## config.mk

```make
export PLATFORM = sky130hd
export DESIGN_NAME = marker_delimited_stream_splitter
export DESIGN_NICKNAME = d
export VERILOG_FILES = /design/src/rtl/mdss_pkg.sv /design/src/rtl/marker_delimited_stream_splitter.sv
export SDC_FILE = /design/constraint.sdc
export NUM_CORES = 1
export LEC_CHECK = 0
export ABC_CLOCK_PERIOD_IN_PS = 4400
export BUFFER_PORTS_ARGS = -buffer_cell sky130_fd_sc_hd__buf_2
export CAP_MARGIN = 0
export CORE_MARGIN = 2
export CORE_UTILIZATION = 60
export CTS_CLUSTER_SIZE = 28
export DETAILED_ROUTE_END_ITERATION = 8
export GPL_TIMING_DRIVEN = 0
export PLACE_DENSITY = 0.79
export SLEW_MARGIN = 15
export SYNTH_ARGS = -nofsm -noshare
export SYNTH_HDL_FRONTEND = slang
export SYNTH_SLANG_ARGS = --single-unit
```

## constraint.sdc

```tcl
create_clock -name clk -period 4.4 [get_ports clk]
set_input_delay 1.32 -clock clk [delete_from_list [all_inputs] [get_ports clk]]
set_output_delay 1.32 -clock clk [all_outputs]
set_load 0.02 [all_outputs]
```

## src/rtl/mdss_pkg.sv

```systemverilog
// Constants and helper functions for the marker delimited stream splitter.
package mdss_pkg;

  localparam int IDX_W = 4;
  localparam int LEN_W = 5;
  localparam logic [LEN_W-1:0] MAX_MARKER_LEN = 5'd16;

  localparam int CFG_ADDR_W = 3;
  localparam logic [CFG_ADDR_W-1:0] REG_START_LOW  = 3'd0;
  localparam logic [CFG_ADDR_W-1:0] REG_START_HIGH = 3'd1;
  localparam logic [CFG_ADDR_W-1:0] REG_START_LEN  = 3'd2;
  localparam logic [CFG_ADDR_W-1:0] REG_END_LOW    = 3'd3;
  localparam logic [CFG_ADDR_W-1:0] REG_END_HIGH   = 3'd4;
  localparam logic [CFG_ADDR_W-1:0] REG_END_LEN    = 3'd5;

  // Input tuser bit 0.
  localparam logic OP_DATA = 1'b0;
  localparam logic OP_EOI  = 1'b1;

  // Output tuser bit positions.
  localparam int TUSER_CHAN  = 0;
  localparam int TUSER_FLUSH = 1;

  function automatic logic [7:0] marker_byte(input logic [63:0] lo, input logic [63:0] hi,
                                             input logic [IDX_W-1:0] idx);
    logic [63:0] word;
    word = idx[3] ? hi : lo;
    return word[{idx[2:0], 3'b000} +: 8];
  endfunction

  function automatic logic [LEN_W-1:0] clamp_len(input logic [LEN_W-1:0] len);
    logic [LEN_W-1:0] res;
    if (len == '0) begin
      res = 5'd1;
    end else if (len > MAX_MARKER_LEN) begin
      res = MAX_MARKER_LEN;
    end else begin
      res = len;
    end
    return res;
  endfunction

endpackage

```

## src/rtl/marker_delimited_stream_splitter.sv

```systemverilog
// An accepted word's result, if it has one, is in the output register at the next cycle; a
// mismatch first enters the replay state, which then loads the replayed words into that register.
// Throughput: one word per cycle while bytes match or pass straight through and the output
// is not stalled; a mismatch after k held marker bytes replays them and the breaking byte
// through the shared marker byte selector, holding the input off in the replay state.
// Reset (rst_n low, synchronous): plain mode, no partial match, markers zero, lengths one.
module marker_delimited_stream_splitter
  import mdss_pkg::*;
(
  input  logic                  clk,
  input  logic                  rst_n,
  input  logic                  cfg_we,
  input  logic [CFG_ADDR_W-1:0] cfg_addr,
  input  logic [63:0]           cfg_wdata,
  input  logic                  in_tvalid,
  output logic                  in_tready,
  input  logic [7:0]            in_tdata,   // in_byte
  input  logic [0:0]            in_tuser,   // operation
  output logic                  out_tvalid,
  input  logic                  out_tready,
  output logic [7:0]            out_tdata,  // out_byte
  output logic [1:0]            out_tuser,  // channel, flush
  output logic                  out_tlast
);

  localparam logic ST_IDLE   = 1'b0;
  localparam logic ST_REPLAY = 1'b1;

  logic [63:0]      smk_lo_r, smk_hi_r, emk_lo_r, emk_hi_r;
  logic [LEN_W-1:0] slen_r, elen_r;

  logic             state_r, state_nxt;
  logic             mode_r, mode_nxt;
  logic [IDX_W-1:0] cnt_r, cnt_nxt;
  logic [IDX_W-1:0] rep_i_r, rep_i_nxt;
  logic [7:0]       hold_r, hold_nxt;

  logic             out_valid_r, out_valid_nxt;
  logic [7:0]       out_byte_r, out_byte_nxt;
  logic             out_chan_r, out_chan_nxt;
  logic             out_flush_r, out_flush_nxt;
  logic             out_last_r, out_last_nxt;

  logic             out_free, in_acc, hit, done;
  logic [63:0]      mk_lo, mk_hi;
  logic [LEN_W-1:0] mk_len;
  logic [IDX_W-1:0] sel_idx;
  logic [7:0]       mk_byte;

  assign out_free  = !out_valid_r || out_tready;
  assign in_tready = (state_r == ST_IDLE) && out_free;
  assign in_acc    = in_tvalid && in_tready;

  assign mk_lo  = mode_r ? emk_lo_r : smk_lo_r;
  assign mk_hi  = mode_r ? emk_hi_r : smk_hi_r;
  assign mk_len = clamp_len(mode_r ? elen_r : slen_r);

  // One byte selector serves both the compare and the replay of a held prefix.
  assign sel_idx = (state_r == ST_REPLAY) ? rep_i_r : cnt_r;
  assign mk_byte = marker_byte(mk_lo, mk_hi, sel_idx);
  assign hit     = (in_tdata == mk_byte);
  assign done    = ({1'b0, cnt_r} + 5'd1) >= mk_len;

  always_comb begin
    state_nxt     = state_r;
    mode_nxt      = mode_r;
    cnt_nxt       = cnt_r;
    rep_i_nxt     = rep_i_r;
    hold_nxt      = hold_r;
    out_valid_nxt = out_valid_r && !out_tready;
    out_byte_nxt  = out_byte_r;
    out_chan_nxt  = out_chan_r;
    out_flush_nxt = out_flush_r;
    out_last_nxt  = out_last_r;
    unique case (state_r)
      ST_IDLE: begin
        if (in_acc) begin
          if (in_tuser[0] == OP_EOI) begin
            mode_nxt      = 1'b0;
            cnt_nxt       = '0;
            out_valid_nxt = 1'b1;
            out_byte_nxt  = 8'd0;
            out_chan_nxt  = 1'b1;
            out_flush_nxt = 1'b1;
            out_last_nxt  = 1'b1;
          end else if (hit) begin
            if (done) begin
              cnt_nxt  = '0;
              mode_nxt = !mode_r;
              if (mode_r) begin
                out_valid_nxt = 1'b1;
                out_byte_nxt  = 8'd0;
                out_chan_nxt  = 1'b1;
                out_flush_nxt = 1'b1;
                out_last_nxt  = 1'b1;
              end
            end else begin
              cnt_nxt = cnt_r + 4'd1;
            end
          end else if (cnt_r == '0) begin
            out_valid_nxt = 1'b1;
            out_byte_nxt  = in_tdata;
            out_chan_nxt  = mode_r;
            out_flush_nxt = 1'b0;
            out_last_nxt  = 1'b1;
          end else begin
            hold_nxt  = in_tdata;
            rep_i_nxt = '0;
            state_nxt = ST_REPLAY;
          end
        end
      end
      ST_REPLAY: begin
        if (out_free) begin
          out_valid_nxt = 1'b1;
          out_chan_nxt  = mode_r;
          out_flush_nxt = 1'b0;
          if (rep_i_r != cnt_r) begin
            out_byte_nxt = mk_byte;
            out_last_nxt = 1'b0;
            rep_i_nxt    = rep_i_r + 4'd1;
          end else begin
            out_byte_nxt = hold_r;
            out_last_nxt = 1'b1;
            cnt_nxt      = '0;
            state_nxt    = ST_IDLE;
          end
        end
      end
      default: state_nxt = ST_IDLE;
    endcase
  end

  always_ff @(posedge clk) begin
    if (!rst_n) begin
      state_r     <= ST_IDLE;
      mode_r      <= 1'b0;
      cnt_r       <= '0;
      rep_i_r     <= '0;
      out_valid_r <= 1'b0;
    end else begin
      state_r     <= state_nxt;
      mode_r      <= mode_nxt;
      cnt_r       <= cnt_nxt;
      rep_i_r     <= rep_i_nxt;
      out_valid_r <= out_valid_nxt;
    end
  end

  always_ff @(posedge clk) begin
    hold_r      <= hold_nxt;
    out_byte_r  <= out_byte_nxt;
    out_chan_r  <= out_chan_nxt;
    out_flush_r <= out_flush_nxt;
    out_last_r  <= out_last_nxt;
  end

  always_ff @(posedge clk) begin
    if (!rst_n) begin
      smk_lo_r <= '0;
      smk_hi_r <= '0;
      slen_r   <= 5'd1;
      emk_lo_r <= '0;
      emk_hi_r <= '0;
      elen_r   <= 5'd1;
    end else if (cfg_we) begin
      unique case (cfg_addr)
        REG_START_LOW:  smk_lo_r <= cfg_wdata;
        REG_START_HIGH: smk_hi_r <= cfg_wdata;
        REG_START_LEN:  slen_r   <= cfg_wdata[LEN_W-1:0];
        REG_END_LOW:    emk_lo_r <= cfg_wdata;
        REG_END_HIGH:   emk_hi_r <= cfg_wdata;
        REG_END_LEN:    elen_r   <= cfg_wdata[LEN_W-1:0];
        default: ;
      endcase
    end
  end

  assign out_tvalid = out_valid_r;
  assign out_tdata  = out_byte_r;
  assign out_tuser  = {out_flush_r, out_chan_r};
  assign out_tlast  = out_last_r;

endmodule

```

* Yosys cells after proc, flatten, opt, wreduce, memory -nomap -nowiden
Cells that the tools add are included.
W data, S select, Z words.
** Storage, ports and cells
- Bits in registers :: 296
- Input bits :: 81
- Output and inout bits :: 13
- Word-level logic and storage cells :: 136
** Cells by class
- $add $sub $neg :: 3
- Order comparisons :: 2
- Eq/ne operators :: 18
- Shift operators :: 1
- Muxes and demuxes :: 69
- Bitwise logic cells :: 4
- Reductions and logical operators :: 23
** Operators by type and width (number)
- $mux W64 :: 3
- $mux W8 :: 8
- $shiftx A64 B7 Y8 :: 1
- $mux W4 :: 13
- $mux W1 :: 34
- $pmux W4 S2 :: 2
- $pmux W8 S2 :: 1
- $mux W5 :: 3
- $reduce_and A2 Y1 :: 6
- $ne A2 B2 Y1 const B :: 5
- $pmux W1 S2 :: 5
- $reduce_and A5 Y1 :: 2
- $add A4 B1 Y4 const B :: 2
- $eq A8 B8 Y1 :: 1
- $ne A4 B4 Y1 const B :: 2
- $reduce_and A4 Y1 :: 2
- $eq A3 B2 Y1 const B :: 2
- $eq A3 B3 Y1 const B :: 2
- $reduce_and A6 Y1 :: 1
- $add A4 B1 Y5 const B :: 1
- $ge A5 B5 Y1 :: 1
- $gt A5 B5 Y1 const B :: 1
- $logic_not A5 Y1 :: 1
- $logic_not A4 Y1 :: 1
- other kinds (11) :: 20

* Depth between registers and ports, before layout
Gate-level depths: netlist (run 1).
- Depth after elaboration :: 10
- Depth in mapped cells :: 15
- Depth with buffers taken out :: 12

* Worst setup path after synthesis (run 1)
No wires, ideal clock.
- Path kind :: register to register
- Start :: register mode_r
- End :: register out_chan_r (enable)
- Setup time :: 0.386 ns
- Arrival time :: 3.681 ns
- Required time :: 4.014 ns
- Slack :: 0.334 ns
- Cell stages (with the launch flop) :: 15
- Buffers on the path :: 4
- Clock period less this slack :: 4.066 ns
- Path through :: dfxtp_1 > buf_2 > clkbuf_1 > buf_1 > buf_1 > a22oi_1 > nor2b_1 > or2_2 > ha_1 > a21o_1 > a21o_1 > a21o_1 > a21o_1 > nand4_1 > a31oi_1
** On the way
- Word-level cells in the longest chain between the ends :: 7
- Elaborated cells on any way between the ends :: 15
- Classes of those cells :: 2 x order compare; 4 x eq/ne; 1 x shift; 6 x mux; 2 x reduce/logical
** Ends and longest elaborated chain
- start: declaration :: line marker_delimited_stream_splitter.sv:33 : logic mode_r, mode_nxt;
- start signal: assignment :: line marker_delimited_stream_splitter.sv:143 : mode_r <= mode_nxt;
- $mux W5 :: line marker_delimited_stream_splitter.sv:56 : assign mk_len = clamp_len(mode_r ? elen_r : slen_r);
- $gt A5 B5 Y1 :: line mdss_pkg.sv:35 : end else if (len > MAX_MARKER_LEN) begin
- $mux W5 :: line mdss_pkg.sv:35
- $mux W5 :: line mdss_pkg.sv:33 : if (len == '0) begin
- $ge A5 B5 Y1 :: line marker_delimited_stream_splitter.sv:62 : assign done = ({1'b0, cnt_r} + 5'd1) >= mk_len;
- $ne A4 B4 Y1 (no source line)
- $reduce_and A5 Y1 (no source line) *
- end signal: assignment :: line marker_delimited_stream_splitter.sv:153 : out_chan_r <= out_chan_nxt;
- end: declaration :: line marker_delimited_stream_splitter.sv:40 : logic out_chan_r, out_chan_nxt;
Every way passes the cells marked *; elsewhere a longest branch is shown, timed or not.
A chain may end at the register's enable or synchronous reset.

* Final worst setup path (run 1)
- Start :: register state_r
- End :: register out_byte_r[7] (netlist: out_tdata[7]) (enable)
** On the way
- Word-level cells in the longest chain between the ends :: 6
- Elaborated cells on any way between the ends :: 13
- Classes of those cells :: 6 x eq/ne; 1 x shift; 2 x mux; 1 x bitwise; 3 x reduce/logical
** Ends and longest elaborated chain
- start: declaration :: line marker_delimited_stream_splitter.sv:32 : logic state_r, state_nxt;
- start signal: assignment :: line marker_delimited_stream_splitter.sv:142 : state_r <= state_nxt;
- $mux W4 :: line marker_delimited_stream_splitter.sv:59 : assign sel_idx = (state_r == ST_REPLAY) ? rep_i_r : cnt_r;
- $mux W64 :: line mdss_pkg.sv:27 : word = idx[3] ? hi : lo;
- $shiftx A64 B7 Y8 :: line mdss_pkg.sv:28 : return word[{idx[2:0], 3'b000} +: 8];
- $eq A8 B8 Y1 :: line marker_delimited_stream_splitter.sv:61 : assign hit = (in_tdata == mk_byte);
- $ne A4 B4 Y1 (no source line) / $ne A4 B3 Y1 (equally long branches)
- $reduce_and A5 Y1 (no source line) *
- end signal: assignment :: line marker_delimited_stream_splitter.sv:152 : out_byte_r <= out_byte_nxt;
- end: declaration :: line marker_delimited_stream_splitter.sv:39 : logic [7:0] out_byte_r, out_byte_nxt;
Marks and branches as above.

==> results of run 1 <==
power by group through the flow:
stage / clock, mW / sequential (mW) / combinational [mW]
final: 2.49 / 2.79 / 0.361
after global routing: 2.59 / 2.80 / 0.385
after CTS: 2.49 / 2.79 / 0.350
after detailed placement: 0 / 2.85 / 0.344
after global placement: 0 / 2.85 / 0.336
after floorplan: 0 / 2.85 / 0.180
cells in the mapped netlist, types with 3 or more instances:
cell      count  area [µm²]
mux4_2       52        1171
dfxtp_1     277        5545
a21o_1        8       60.06
nand4b_1      3       26.28
a31oi_1       9       56.30
ha_1          8       100.1
nor2_1       45       168.9
and2_1        3       18.77
clkbuf_1     92       345.3
or2_2         3       18.77
o21ai_0       5       25.02
nand4_1       9       56.30
buf_1        10       37.54
mux2_2        5       56.30
buf_2         9       45.04
a21oi_1     271        1356
nand2b_1      4       25.02
nand2_1     545        2046
o21a_1        3       22.52
o221ai_1      5       43.79
a32o_1        8       80.08
mux2i_1      37       370.4
and3_1        3       18.77
edfxtp_1     19       570.6
a211oi_1      4       30.03
xnor2_1      11       96.34
nor3_1        5       25.02
a21boi_0      3       22.52
inv_1         5       18.77
nor2b_1       6       37.54
buf_4         5       37.54
nor3b_1       3       22.52
nand3_1      19       95.09
a211o_1       4       35.03
o211ai_1      5       37.54
o22ai_1       5       31.28
per-stage QoR:
step | area [µm²] | instances | setup WS [ns] | hold WS (ns) | power (mW)
6_report | 15040 | 1976 | 0.1028 | 0.4536 | 5.645
5_1_grt | 15040 | 1976 | 0.001505 | 0.4659 | 5.771
4_1_cts | 14980 | 1976 | 0.009309 | 0.4532 | 5.634
3_5_place_dp | 13930 | 1922 | -1.244 | 0.4438 | 3.197
3_3_place_gp | 13930 | 1922 | -1.209 | 0.4385 | 3.187
2_1_floorplan | 13120 | 1549 | 0.3337 | 0.4317 | 3.031
cell families (layout without fill, tap and decap cells):
logic type / Yosys count / count (layout)
AOI/OAI and AO/OA: 355 / 355
xor gates and xnor gates: 12 / 12
adders and majority gates: 8 / 8
buffers and inverters: 123 / 270
DFF: 296 / 296
muxes: 95 / 95
and+or+nand+nor: 660 / 660
per-layer routing:
layer | vias to the layer above | global-route usage [%] | routed length [µm]
met1 | 5909 | 44.83 | 15660
li1 | 5588 | - | -
met3 | 163 | 8.186 | 4683
met5 | - | 0 | 11
met4 | 2 | 15.67 | 1993
met2 | 760 | 56.69 | 19390
path summary, 6_finish.rpt:
path	slack, ns	end	start	cells after the start
max reg2reg	0.10	out_tdata[7]	state_r	12
max	0.10	out_tdata[7]	state_r	12
min	0.45	emk_hi_r[32]	emk_hi_r[32]	2
min reg2reg	0.45	emk_hi_r[32]	emk_hi_r[32]	2
sequential cells by signal (all words and copies together) (netlist names):
register / cells
out_tlast: 1
out_tvalid: 1
out_chan_r: 1
smk_lo_r: 64
emk_lo_r: 64
mode_r: 1
slen_r: 5
out_tdata: 8
hold_r: 8
elen_r: 5
rep_i_r: 4
state_r: 1
out_flush_r: 1
smk_hi_r: 64
cnt_r: 4
emk_hi_r: 64
critical path, cell delays in order, from the launching register on:
cell and delay, ns:
dfxtp_1 0.31, buf_2 0.19, mux2i_4 0.45, clkbuf_4 0.38, buf_2 0.34, mux2i_1 0.30
o22ai_1 0.13, a211o_1 0.31, a31oi_1 0.39, xnor2_1 0.23, nor3_4 0.26, nand4_1 0.20
a31oi_4 0.45
layout make-up:
type	instances	area share, %
timing repair buffer	95	3.194
sequential	296	40.66
inverter	6	0.1497
tap	280	2.329
buffer	117	3.402
clock inverter	4	0.1580
clock buffer	48	6.180
multi-input combinational	1130	43.93
timing repair:
| item | 4_1_cts | 5_1_grt |
|---|---|---|
| resized for setup | 22 | 21 |
| pin swaps | 2 | 0 |
| endpoints found under the setup margin | 40 | 24 |
| buffers inserted | 2 | 0 |
==> results.py, run 1 <==
metrics = {
    "flow_run": {
        "maxCapViolCount": 0,
    },
    "synthesis": {
        "ys.warnings.count": 0,
        "synthFlopType": "dfxtp_1",
        "synth_compound_area_share_pct": 15.42,
        "synth_xor_area_share_pct": 0.8014,
        "synth_nets": 1638,
        "synthAdderAreaFrac_pct": 0.7632,
        "netlist_area_mm2": 0.01312,
        "async_flop_share_pct": 0,
        "synth-seq-cells": 296,
        "muxShareOfSynthArea_pct": 12.27,
        "ys_types": 68,
        "seq_area_frac_synth_pct": 46.63,
        "synthSimpleGateAreaFrac_pct": 20.31,
        "synth_edf_count": 19,
        "synth_cells": 1549,
        "synth_top_family_by_area": "simple AND/OR/NAND/NOR gates",
        "avgSynthCellArea_um2": 8.467,
    },
    "sta": {
        "timing.final.crit_share_pct": 97.66,
        "fmax_mhz": 232.7,
        "tns_ns": 0,
        "setup_viol": 0,
        "slew_headroom_pct": 33.97,
        "rsz0062_at_grt": "false",
        "drv_slew": 0,
        "tightest_slew_ns": 0.9838,
        "skew_ns": 0.009322,
        "hold_viol": 0,
        "min_period_ns": 4.297,
    },
    "placed_design": {
        "dpl.hpwl_mm": 27.99,
        "place_congestion": 0.9235,
        "port_buffers": 93,
    },
    "cts": {
        "path_clk_slew_ns": 0.06,
        "cts_tree": "done",
        "cts_root_buf": "clkbuf_16",
        "htreeDepth": 1,
        "cts_num_sinks": 296,
        "clkLatencyLatePin_ns": 0.56,
        "cts_buffers": 30,
        "ctsHoldBuffers": 0,
        "cts.path.max_buffers": 3,
    },
    "pwr": {
        "pwr-share-comb_pct": 6.4,
        "power.clock.fraction_pct": 44.1,
        "p_sw_mw": 1.333,
        "p_per_area_mw_per_mm2": 375.3,
        "switching_share_pct": 23.62,
        "leakage_nw": 5.142,
        "ir_worst_vdd_uv": 336.0,
        "sequentialPowerShare_pct": 49.5,
        "internal-power_mw": 4.312,
    },
    "worst_setup_path": {
        "criticalPathCategory": "register to register",
        "cp_data_required_time_ns": 4.61,
        "cp-start-kind": "register",
        "worstPathArrival_ns": 4.51,
        "path_max_fanout": 11,
        "crit_path_end_kind": "register",
    },
    "floorplan": {
        "start_util_pct": 60.66,
        "die-area_mm2": 0.02306,
        "num_io_pins": 94,
        "rows": 54,
        "die_y_um": 151.8,
        "core_mm2": 0.02162,
        "die-width_um": 151.8,
    },
    "detailed_routing": {
        "routedWlPerCell_um": 21.12,
        "drt_first_pass_iters": 8,
        "drc": 0,
        "totalWireLength_mm": 41.74,
        "via_count": 12420,
        "via_per_inst": 6.286,
        "drtIter0Drc": 1462,
        "ant_nets": 0,
    },
    "status": {
        "status": "complete, no violations",
    },
    "grt": {
        "grt_pass1_wl_mm": 64.11,
        "grt_pass1_vias": 11870,
        "antenna_found_initial": 1,
        "grt_overflow": 0,
        "grt_max_degree": 15,
        "grt_usage_pct": 34.95,
    },
    "final_layout": {
        "nFillCells": 1754,
        "drive_gt1_share_pct": 14.39,
        "syn_to_final_growth_pct": 14.69,
        "multiInputGateArea_mm2": 0.006608,
        "fin_util_pct": 69.57,
        "seqCellArea_mm2": 0.006116,
        "final_nets": 1765,
        "final_cell_mix": "545 x nand2_1, 277 x dfxtp_1, 269 x a21oi_1",
        "diodes": 0,
        "layout_commonest_cell": "nand2_1",
    },
    "min_path": {
        "hold_class": "register to register",
    },
}
Note: power is estimated with default switching activity, not from simulation.
==> run 2, diff against run 1 <==
- CORE_ASPECT_RATIO: default -> 2
- GPL_TIMING_DRIVEN: 0 -> 1
==> run 2 against run 1 <==
- sequential power barely moved
- sequential share of layout area rose by 1.0 points
- via count fell by 6.1%
- cell count fell by 4.6%
- clock skew rose by 0.0067 ns
- hold slack got worse by 0.0015 ns
- setup slack improved by 0.089 ns
- die area rose by 0.31%
- non-clock buffer count fell by 77
- first-iteration DRC count fell by 20%
- utilization fell by 1.3 points
- critical endpoint is now out_tdata[3]
- largest cell class unchanged
==> results.py, run 2 (synthesized netlist as in run 1, its figures left out) <==
metrics = {
    "sta": {
        "slew_headroom_pct": 40.67,
        "min_period_ns": 4.209,
        "fmax_mhz": 237.6,
        "hold_viol": 0,
        "fin_ws_ns": 0.1914,
        "whs_ns": 0.4520,
        "tightest_slew_ns": 0.8899,
        "tns_ns": 0,
        "skew_ns": 0.01597,
        "timing.final.crit_share_pct": 95.65,
        "drv_slew": 0,
        "setup_viol": 0,
        "rsz0062_at_grt": "false",
    },
    "floorplan": {
        "core_mm2": 0.02149,
        "die_y_um": 213.1,
        "start_util_pct": 61.03,
        "num_io_pins": 94,
        "die-area_mm2": 0.02313,
        "die-width_um": 108.5,
        "rows": 76,
    },
    "grt": {
        "grt_pass1_wl_mm": 58.08,
        "antenna_found_initial": 0,
        "grt_max_degree": 106,
        "grt_usage_pct": 32.03,
        "grt_overflow": 0,
        "grt_pass1_vias": 11280,
    },
    "final_layout": {
        "syn_to_final_growth_pct": 11.87,
        "seqCellArea_mm2": 0.006117,
        "diodes": 0,
        "nFillCells": 1763,
        "final_cell_mix": "543 x nand2_1, 276 x dfxtp_1, 271 x a21oi_1",
        "final_nets": 1683,
        "drive_gt1_share_pct": 15.51,
        "multiInputGateArea_mm2": 0.006541,
        "layout_commonest_cell": "nand2_1",
    },
    "detailed_routing": {
        "drc": 0,
        "totalWireLength_mm": 36.90,
        "via_count": 11660,
        "routedWlPerCell_um": 19.58,
        "via_per_inst": 6.186,
        "ant_nets": 0,
        "drt_first_pass_iters": 6,
        "drtIter0Drc": 1166,
    },
    "min_path": {
        "hold_class": "register to register",
    },
    "pwr": {
        "ir_worst_vdd_uv": 325.1,
        "leakage_nw": 5.047,
        "p_per_area_mw_per_mm2": 365.4,
        "power.total_mw": 5.361,
    },
    "worst_setup_path": {
        "cp_data_required_time_ns": 4.68,
        "criticalPathCategory": "register to register",
        "crit_path_end_kind": "register",
        "worstPathArrival_ns": 4.49,
        "path_max_fanout": 14,
        "cp-start-kind": "register",
    },
    "cts": {
        "cts_root_buf": "clkbuf_16",
        "path_clk_slew_ns": 0.07,
        "cts_num_sinks": 296,
        "cts.path.max_buffers": 3,
        "post-cts-setup-buffers": 0,
        "cts_buffers": 25,
        "htreeDepth": 1,
        "clkLatencyLatePin_ns": 0.54,
        "cts_tree": "done",
    },
    "status": {
        "status": "complete, no violations",
    },
    "placed_design": {
        "dpl.hpwl_mm": 24.09,
        "dp_slack_ns": 0.1982,
        "port_buffers": 93,
        "place_congestion": 0.8918,
    },
    "flow_run": {
        "maxCapViolCount": 0,
    },
}
[run 2: layout make-up]
class	count	area share (%)
clock buffer	38	4.938
clock inverter	7	0.6055
inverter	6	0.1876
multi-input combinational	1130	44.58
sequential	296	41.69
tap	273	2.328
timing repair buffer	135	5.663
[run 2: final timing paths]
path                     from            to  slack, ns  depth (start not counted)
setup reg to reg      state_r  out_tdata[3]       0.19                         12
hold / removal    smk_hi_r[1]   smk_hi_r[1]       0.45                          2
setup / recovery      state_r  out_tdata[3]       0.19                         12
hold reg to reg   smk_hi_r[1]   smk_hi_r[1]       0.45                          2
[run 2: power breakdown]
group | internal (mW) | switching (mW)
registers | 2.76 | 0.0302
clock network | 1.25 | 0.984
logic | 0.109 | 0.219
[run 2: stage by stage]
stage | instances | cell area (µm²) | util [%]
floorplan | 1549 | 13120 | -
global placement | 1840 | 13850 | 64.47
detailed placement | 1840 | 13850 | 64.47
CTS | 1885 | 14670 | 68.25
global route | 1885 | 14670 | 68.27
finish | 1885 | 14670 | 68.27
[run 2: layer usage]
| metal | vias to the layer above | track usage (%) | wire length, µm | share of wire (%) |
|---|---|---|---|---|
| met2 | 518 | 55.65 | 18960 | 51 |
| met4 | 0 | 19.81 | 2152 | 5.8 |
| met1 | 5593 | 37.19 | 13320 | 36 |
| met3 | 141 | 3.358 | 2464 | 6.7 |
| met5 | - | 0 | 0 | 0 |
| li1 | 5409 | - | - | - |
[run 2: worst max-delay path: stages, from the launching register on]
cell and delay, ns:
dfxtp_1 0.55, buf_4 0.27, mux2_2 0.45, buf_4 0.23, mux4_2 0.24, o21ai_0 0.08
a211oi_1 0.61, a21oi_1 0.18, xnor2_1 0.22, or4_1 0.58, o21ai_0 0.25, a31oi_1 0.12
buf_4 0.20
[run 2: timing repair]
item                                    4_1_cts  5_1_grt
resized for setup                             0        1
endpoints found under the setup margin        0       27
hold buffers                                  0        0
hold endpoints to repair                      0        0
